## src/rtl/sdc_pkg.sv

```systemverilog
// Shared types and constants, with the FNV-1a offset basis, for the sequenced point dedup checker.
package sdc_pkg;

    localparam int unsigned HashW = 64;
    localparam int unsigned SeqW  = 16;
    localparam int unsigned ByteW = 8;

    localparam logic [HashW-1:0] FnvBasis = 64'hcbf2_9ce4_8422_2325;

    typedef enum logic [2:0] {
        VERDICT_SUCCESS    = 3'd0,
        VERDICT_WRONG_MODE = 3'd1,
        VERDICT_GAP        = 3'd2,
        VERDICT_DIFFERS    = 3'd3,
        VERDICT_REJECT     = 3'd4
    } t_verdict;

    typedef struct packed {
        logic            clear_tracking;
        logic [ByteW-1:0] payload_byte;
        logic            last_byte;
        logic [SeqW-1:0] sequence_req;
        logic            queue_mode_active;
        logic [7:0]      admit_status;
        logic [15:0]     queue_depth;
        logic            underran_flag;
    } t_item;

    typedef struct packed {
        t_verdict        verdict;
        logic [7:0]      reject_code;
        logic [SeqW-1:0] echo_sequence;
        logic [SeqW-1:0] next_expected;
        logic            duplicate_ack;
        logic            forward_point;
        logic [15:0]     reported_depth;
        logic            underran_out;
    } t_result;

endpackage

```

## src/rtl/sdc_fnv_fold.sv

```systemverilog
// FNV-1a fold of one byte into a 64-bit hash; prime 2^40 + 0x1b3 as shifts and adds.
module sdc_fnv_fold (
    input  logic [sdc_pkg::HashW-1:0] i_hash,
    input  logic [sdc_pkg::ByteW-1:0] i_byte,
    output logic [sdc_pkg::HashW-1:0] o_hash
);

    logic [sdc_pkg::HashW-1:0] x;

    always_comb begin
        x      = i_hash ^ {{(sdc_pkg::HashW-sdc_pkg::ByteW){1'b0}}, i_byte};
        o_hash = (x << 40) + (x << 8) + (x << 7) + (x << 5) + (x << 4) + (x << 1) + x;
    end

endmodule

```

## src/rtl/sdc_track.sv

```systemverilog
// Tracking stage: running hash, accepted sequence and hash, verdict and result register.
module sdc_track (
    input  logic            i_clk,
    input  logic            i_rst_n,
    input  logic            i_valid,
    input  sdc_pkg::t_item  i_item,
    output logic            o_take,
    output logic            o_out_valid,
    input  logic            i_out_stall,
    output sdc_pkg::t_result o_result
);

    logic [sdc_pkg::HashW-1:0] r_running_hash, n_running_hash;
    logic                      r_tracking_valid, n_tracking_valid;
    logic [sdc_pkg::SeqW-1:0]  r_accepted_sequence, n_accepted_sequence;
    logic [sdc_pkg::HashW-1:0] r_accepted_hash, n_accepted_hash;
    logic                      r_out_valid;
    sdc_pkg::t_result          r_result, n_result;

    logic [sdc_pkg::HashW-1:0] folded;
    logic [sdc_pkg::SeqW-1:0]  seq_plus;
    logic                      makes_result;
    logic                      out_free;

    sdc_fnv_fold u_fold (
        .i_hash (r_running_hash),
        .i_byte (i_item.payload_byte),
        .o_hash (folded)
    );

    assign makes_result = !i_item.clear_tracking && i_item.last_byte;
    assign out_free     = !r_out_valid || !i_out_stall;
    assign o_take       = i_valid && (!makes_result || out_free);
    assign seq_plus     = r_accepted_sequence + 1'b1;

    always_comb begin
        n_running_hash      = r_running_hash;
        n_tracking_valid    = r_tracking_valid;
        n_accepted_sequence = r_accepted_sequence;
        n_accepted_hash     = r_accepted_hash;

        n_result.verdict        = sdc_pkg::VERDICT_SUCCESS;
        n_result.reject_code    = '0;
        n_result.echo_sequence  = i_item.sequence_req;
        n_result.next_expected  = r_tracking_valid ? seq_plus : i_item.sequence_req;
        n_result.duplicate_ack  = 1'b0;
        n_result.forward_point  = 1'b0;
        n_result.reported_depth = i_item.queue_depth;
        n_result.underran_out   = i_item.underran_flag;

        if (i_item.clear_tracking) begin
            n_running_hash      = sdc_pkg::FnvBasis;
            n_tracking_valid    = 1'b0;
            n_accepted_sequence = '0;
            n_accepted_hash     = '0;
        end else if (!i_item.last_byte) begin
            n_running_hash = folded;
        end else begin
            n_running_hash = sdc_pkg::FnvBasis;
            priority if (!i_item.queue_mode_active) begin
                n_result.verdict        = sdc_pkg::VERDICT_WRONG_MODE;
                n_result.reported_depth = '0;
            end else if (r_tracking_valid && i_item.sequence_req == r_accepted_sequence) begin
                if (folded == r_accepted_hash) begin
                    n_result.duplicate_ack = 1'b1;
                end else begin
                    n_result.verdict = sdc_pkg::VERDICT_DIFFERS;
                end
            end else if (r_tracking_valid && i_item.sequence_req != seq_plus) begin
                n_result.verdict = sdc_pkg::VERDICT_GAP;
            end else if (i_item.admit_status != '0) begin
                n_result.verdict     = sdc_pkg::VERDICT_REJECT;
                n_result.reject_code = i_item.admit_status;
            end else begin
                n_result.forward_point = 1'b1;
                n_result.next_expected = i_item.sequence_req + 1'b1;
                n_tracking_valid       = 1'b1;
                n_accepted_sequence    = i_item.sequence_req;
                n_accepted_hash        = folded;
            end
        end
    end

    always_ff @(posedge i_clk) begin
        if (!i_rst_n) begin
            r_running_hash      <= sdc_pkg::FnvBasis;
            r_tracking_valid    <= 1'b0;
            r_accepted_sequence <= '0;
            r_accepted_hash     <= '0;
            r_out_valid         <= 1'b0;
        end else begin
            if (o_take) begin
                r_running_hash      <= n_running_hash;
                r_tracking_valid    <= n_tracking_valid;
                r_accepted_sequence <= n_accepted_sequence;
                r_accepted_hash     <= n_accepted_hash;
            end
            if (o_take && makes_result) begin
                r_out_valid <= 1'b1;
            end else if (!i_out_stall) begin
                r_out_valid <= 1'b0;
            end
        end
    end

    always_ff @(posedge i_clk) begin
        if (o_take && makes_result) begin
            r_result <= n_result;
        end
    end

    assign o_out_valid = r_out_valid;
    assign o_result    = r_result;

endmodule

```

## config.mk

```make
export PLATFORM = sky130hd
export DESIGN_NAME = sdc_track
export DESIGN_NICKNAME = d
export VERILOG_FILES = /design/src/rtl/sdc_pkg.sv /design/src/rtl/sdc_fnv_fold.sv /design/src/rtl/sdc_track.sv
export SDC_FILE = /design/constraint.sdc
export NUM_CORES = 1
export LEC_CHECK = 0
export ABC_AREA = 1
export ABC_CLOCK_PERIOD_IN_PS = 13600
export BUFFER_PORTS_ARGS = -buffer_cell sky130_fd_sc_hd__buf_2
export CAP_MARGIN = 25
export CORE_AREA = 10 10 281 202
export DETAILED_ROUTE_END_ITERATION = 7
export DIE_AREA = 0 0 291 212
export MAX_ROUTING_LAYER = met4
export RECOVER_POWER = 25
export SKIP_LAST_GASP = 1
export SLEW_MARGIN = 20
export SYNTH_ARGS = -nofsm -noshare
export SYNTH_HDL_FRONTEND = slang
export SYNTH_HIERARCHICAL = 1
export SYNTH_SLANG_ARGS = --single-unit
```

## constraint.sdc

```tcl
create_clock -name i_clk -period 13.6 [get_ports i_clk]
set_input_delay 0.68 -clock i_clk [delete_from_list [all_inputs] [get_ports i_clk]]
set_output_delay 0.68 -clock i_clk [all_outputs]
set_load 0.02 [all_outputs]
```

==> metrics.txt, run 1 <==
ys async rst share=0; vias in the first global route=20130; global-route wire length before repair=130900 um; crit path launch type=flip-flop; via count=20680; post-detailed-routing wire length=87560 um; DRC violations left=0; Final period util=0.5494; global route overflow=0; Vias per Instance=5.186; hold path depth=1; syn_area_per_cell=7.116 um2; Crit Path Category=reg2reg; slowest stage cell on the critical path=nor4_1; Die Footprint=61690 um2; max-slew violations=0; clk_lat worst skew=0.56 ns; Max-cap violations=0; DP HPWL=72590 um; PostCTS Resize Cnt=0; RSZ-0062 raised after global routing=no; most frequent cells in the layout=nand2_1 (810), inv_1 (788), fa_1 (245), nor2_1 (199), a21oi_1 (186); Hold-fix buffers, CTS=0; min cycle time layout=7.472 ns; Worst-Margin Slew=1.037 ns; post-synthesis cell area=22810 um2; commonest non-fill, non-tap cell in the layout=nand2_1; peak fanout along the critical path=7; Routed Antenna Nets=0; Synth cell types=41; CTS tree=done; Setup crit end kind=flip-flop; clk_skew=0.01683 ns; Worst Reg-to-Reg Cells=24; #FFs+latches synth=208; setup total negative slack=0 ns; I/O Buffers=119; initial antenna violation count=1; CP Cell Sequence=xnor2_1, inv_1, ha_1, inv_1, o21bai_1, fa_1, fa_1, ha_1, ha_1, nand2_1, nor2_1, nand2_1, nand3_1, nand3_1, nand2_1, a21oi_1, xnor2_1, xor2_1, nor4_1, o2111ai_1, nor4_1, nand3_1, nand2_1, nor2_1; Layout Area Growth over Synthesis=8.744%; status=completed; Worst-path clk slew=0.06 ns; Final Hold Vio Count=0; number of CTS-inserted buffers=25; CP dominant cell by count=nand2_1; postcts setup bufs=0; sequential-to-total area share from yosys stat=0.2098; Critical Path RT=13.88 ns; CP max stage delay=0.72 ns; largest net degree at the start of global routing=78; placed inst area=24050 um2; # rows=70; Critical Path AT=7.75 ns; Ys Warns=6; Slew HR=0.3013; CTS max path bufs=3; Initial Utilization=0.4429; # setup viols final=0; Top Ports=120; Cells after Synth=3205; final net count=3696; GRT Resource Usage Total=0.2879; Hold Path Class=in2reg; CTS sink count=208; dpl cells=3939; Die Y=212 um; TritonRoute pass-1 iters=5; ys flop type=dfxtp_1; clk root buf=clkbuf_16; syn nets=3618; post-route design area=24800 um2; GP Congestion=1.024; Chip Width=291 um; EDFF count, synth=62; routed length per instance=21.95 um; f_max=133.8 MHz; share of cells above drive strength 1=0.04815; initial drt markers=1966; H-tree Lvls=1; Layout Cells excl Fill=3988; core area=51500 um2
through the flow:
stage | utilization | hold WS [ns] | setup slack [ns]
6_report | 0.4816 | 0.3005 | 6.128
3_3_place_gp | 0.4669 | 0.4450 | 5.620
4_1_cts | 0.4834 | 0.2748 | 6.047
5_1_grt | 0.4816 | 0.2915 | 5.699
3_5_place_dp | 0.4669 | 0.4562 | 5.620
2_1_floorplan | - | 0.4335 | 7.912
layout make-up:
cell class,instances,area (um2)
antenna,2,5.005
timing repair buffer,133,598.1
fill,5242,26700
tap,684,855.8
clock inverter,10,140.1
multi-input combinational,2118,14720
inverter,797,2997
sequential,208,4785
clock buffer,36,706.9
registers in the layout, summed over array words and instances, names as in the netlist:
register / cells
r_accepted_hash: 64
r_running_hash: 64
o_result: 62
r_accepted_sequence: 16
o_out_valid: 1
r_tracking_valid: 1
worst paths after layout:
kind / startpoint / endpoint / slack, ns
setup / recovery: r_running_hash[0]$_SDFFE_PN1P_ / o_result[60]$_SDFFCE_PP0P_ / 6.13
hold / removal: i_item[0] / o_result[0]$_DFFE_PP_ / 0.30
setup reg to reg: r_running_hash[0]$_SDFFE_PN1P_ / o_result[60]$_SDFFCE_PP0P_ / 6.13
hold reg to reg: r_running_hash[13]$_SDFFE_PN1P_ / r_running_hash[13]$_SDFFE_PN1P_ / 0.47
worst max-delay path, delay by kind of cell (launching register included):
kind,cells,cell delay (ns)
simple gates,11,2.66
fa+ha+maj,5,1.98
xor+xnor,3,1.37
compound gates,3,0.57
flops,1,0.33
buf+inv,2,0.28
cells by family after synthesis:
| logic type | after synthesis | synth area share |
|---|---|---|
| xor gates and xnor gates | 129 | 0.04987 |
| adders and majority gates | 357 | 0.2765 |
| AOI/OAI and AO/OA | 289 | 0.06566 |
| buffers and inverters | 879 | 0.1462 |
| and+or+nand+nor | 1343 | 0.2520 |
| DFF | 208 | 0.2098 |
synth_stat cells (all sizes together), types with 2 or more instances:
cell    number  area, um2
a211oi       4      30.03
a21oi      186      930.9
a31oi        2      12.51
and2         4      25.02
buf         20      108.9
clkbuf      62      234.0
dfxtp      146       2923
edfxtp      62       1862
fa         245       4905
ha         112       1401
inv        797       2992
nand2      824       3128
nand3      163      860.8
nand3b       6      45.04
nand4       87      544.3
nor2       223      907.1
nor3        14      90.09
nor3b        6      45.04
nor4         9      56.30
o211ai       5      37.54
o21ai       80      400.4
o21bai       7      52.55
o22ai        4      25.02
or2          5      31.28
xnor2       26      235.2
xor2       103      902.1
per-layer routing:
| layer | track usage | up-vias | part of all wire |
|---|---|---|---|
| met5 | - | - | 0 |
| met4 | 0.03886 | 0 | 0.012 |
| met3 | 0.04823 | 63 | 0.077 |
| met2 | 0.4041 | 683 | 0.41 |
| met1 | 0.4348 | 10080 | 0.50 |
| li1 | - | 9852 | - |
Power of run 1 is left out: the tool's default activity adds up to more than one toggle a clock period on the data nets, which glitch-free logic cannot reach.
==> run 2: changes to the inputs <==
Settings changed: ABC_AREA 1 to 0, ABC_CLOCK_PERIOD_IN_PS 13600 to 6300, CORE_AREA 10 10 281 202 to 10 10 265 191, DIE_AREA 0 0 291 212 to 0 0 275 201.
Clock period 13.6 ns to 6.3 ns, I/O delays scaled along.
==> metrics.txt, run 2 <==
Metal-1 WL=32190 um; Slew HR=0.2634; H-tree Lvls=1; ant diodes=0; clk_lat worst skew=0.55 ns; Crit Path Category=reg2reg; metal2 WL=28220 um; final net count=2981; max-slew violations=0; routed length per instance=20.92 um; Worst-Margin Slew=1.101 ns; Hold Path Class=in2reg; Vias per Instance=5.338; # setup viols final=3; peak fanout along the critical path=3; worst setup margin=-0.2680 ns; Top Ports=120; crit path launch type=flip-flop; CTS tree=done; initial drt markers=1428; post-synthesis cell area=20280 um2; Chip Width=275 um; # rows=66; Final Hold Vio Count=0; CP max stage delay=0.53 ns; Final period util=1.043; failing checks=negative setup slack; GP Congestion=0.9952; Reg2Reg Launch Point=r_running_hash[28]$_SDFFE_PN0P_; Layout Area Growth over Synthesis=29.54%; Die Footprint=55280 um2; Hold Path Origin=i_item[18]; synth cell count leaders=inv_1 (413), fa_1 (245), dfxtp_1 (146); sequential-to-total area share from yosys stat=0.2359; Worst-path clk slew=0.06 ns; Critical Path RT=6.59 ns; ranking of synthesized cells by area=fa_1 (24%), dfxtp_1 (14%), edfxtp_1 (9.2%); number of CTS-inserted buffers=25; hold endpoint=o_result[52]$_SDFFCE_PP0P_; vias in the first global route=16930; CTS sink count=208; commonest non-fill, non-tap cell in the layout=inv_1; EDFF count, synth=62; ys async rst share=0; status=finished with violations; r2r setup slk=-0.27 ns; largest net degree at the start of global routing=70; DR top layer=met4; hold path depth=2; Critical Path AT=6.86 ns; share of the synthesized area in the top cell type=0.2419; Setup crit end kind=flip-flop; Worst Reg-to-Reg Cells=29; min cycle time layout=6.568 ns; final core utilization=0.5742; syn nets=2538; worst reg2reg endpoint=o_result[60]$_SDFFCE_PP0P_; ys flop type=dfxtp_1; GRT Resource Usage Total=0.2435; RSZ-0062 raised after global routing=yes; initial antenna violation count=0; share of cells above drive strength 1=0.2854; global-route wire length before repair=102700 um; DR WL met3=5409 um; Ys Warns=6; clk_skew=0.02161 ns; most frequent cell after synthesis=inv_1; DP HPWL=51520 um; #FFs+latches synth=208; Synth cell types=106; clk root buf=clkbuf_16; CP dominant cell by count=fa_1; via count=17070; global route overflow=0; most frequent cells in the layout=inv_1 (365), buf_4 (346), fa_1 (245), dfxtp_1 (131), xnor2_1 (121); syn_area_per_cell=9.543 um2; I/O Buffers=119; TritonRoute pass-1 iters=6; post-detailed-routing wire length=66900 um; core area=45750 um2; f_max=152.3 MHz; slowest stage cell on the critical path=fa_1; CTS max path bufs=3; DRC violations left=0; Initial Utilization=0.4433; Cells after Synth=2125; Max-cap violations=0; cell taking the most area after synthesis=fa_1; Die Y=201 um; Routed Antenna Nets=0
-- run 2: cell count changes in the layout (fill, tap and decap cells not counted), moves of 39 or more --
| cell | change |
|---|---|
| inv_1 | -423 |
| a21oi_1 | -127 |
| xor2_1 | -71 |
| ha_4 | +40 |
| nand2_1 | -727 |
| nor2_1 | -113 |
| xnor2_1 | +96 |
| a22o_1 | +80 |
| nor3_1 | +39 |
| buf_4 | +333 |
| nand4_1 | -48 |
| nand3_1 | -102 |
| ha_1 | -44 |
-- run 2: metal layers --
layer | global-route usage | vias up
li1 | - | 7894
met1 | 0.3653 | 8543
met2 | 0.3322 | 570
met3 | 0.05427 | 63
met4 | 0.03779 | 0
met5 | - | -
-- run 2: stage by stage --
stage               cells  setup TNS, ns  worst slack (ns)  hold WS (ns)  instance area [um2]
floorplan            2125              0           0.09298        0.4139                20290
global placement     3076         -2.418           -0.8576        0.4511                23470
detailed placement   3077         -2.634           -0.9303        0.4574                23490
CTS                  3162        -0.1829           -0.1039      0.008321                25390
global route         3198         -1.151           -0.4657       0.04254                26270
finish               3198        -0.6526           -0.2680       0.05919                26270
-- run 2: worst max-delay path: cells and delay by family (launching register included) --
| family | cells | cell delay (ns) |
|---|---|---|
| compound gates | 7 | 1.39 |
| xor+xnor | 2 | 0.34 |
| fa+ha+maj | 5 | 1.94 |
| buf+inv | 8 | 0.93 |
| flops | 1 | 0.36 |
| simple gates | 7 | 1.33 |
-- run 2: kinds of logic (layout without fill, tap and decap cells) --
logic type               count (synthesis)  after routing  share of synthesized area
buffers and inverters                  503            964                     0.1061
AND/OR/NAND/NOR                        453            453                     0.1169
multiplexers                             6              6                   0.003147
adder cells (fa/ha/maj)                358            358                     0.3115
XOR/XNOR                               179            179                    0.07860
flip-flops                             208            208                     0.2359
AO/OA/AOI/OAI                          418            418                     0.1480
-- run 2: how the worst max path moves through the flow --
stage                                          startpoint                    endpoint  slack, ns  depth (start not counted)
after floorplan                                i_item[43]  o_result[60]$_SDFFCE_PP0P_       0.09                         25
after global placement    r_running_hash[17]$_SDFFE_PN1P_  o_result[60]$_SDFFCE_PP0P_      -0.86                         27
after detailed placement                       i_item[49]  o_result[60]$_SDFFCE_PP0P_      -0.93                         27
after CTS                 r_running_hash[28]$_SDFFE_PN0P_  o_result[60]$_SDFFCE_PP0P_      -0.10                         28
after global routing      r_running_hash[26]$_SDFFE_PN1P_  o_result[60]$_SDFFCE_PP0P_      -0.47                         27
final                     r_running_hash[28]$_SDFFE_PN0P_  o_result[60]$_SDFFCE_PP0P_      -0.27                         29
-- run 2: area by class of cell --
class	count	area (um2)
Inverter	415	1605
Clock buffer	32	681.9
Clock inverter	13	207.7
Timing Repair Buffer	504	3669
Multi-Input combinational cell	1414	14540
Fill cell	4080	19480
Tap cell	612	765.7
Sequential cell	208	4803
-- run 2: what timing repair did --
item,4_1_cts,5_1_grt
resized for setup,130,126
hold buffers,1,0
endpoints found under the setup margin,3,5
pin swaps,60,95
setup buffers,41,40
endpoints found under the hold margin,1,0
Power of run 2 is left out for the same reason.
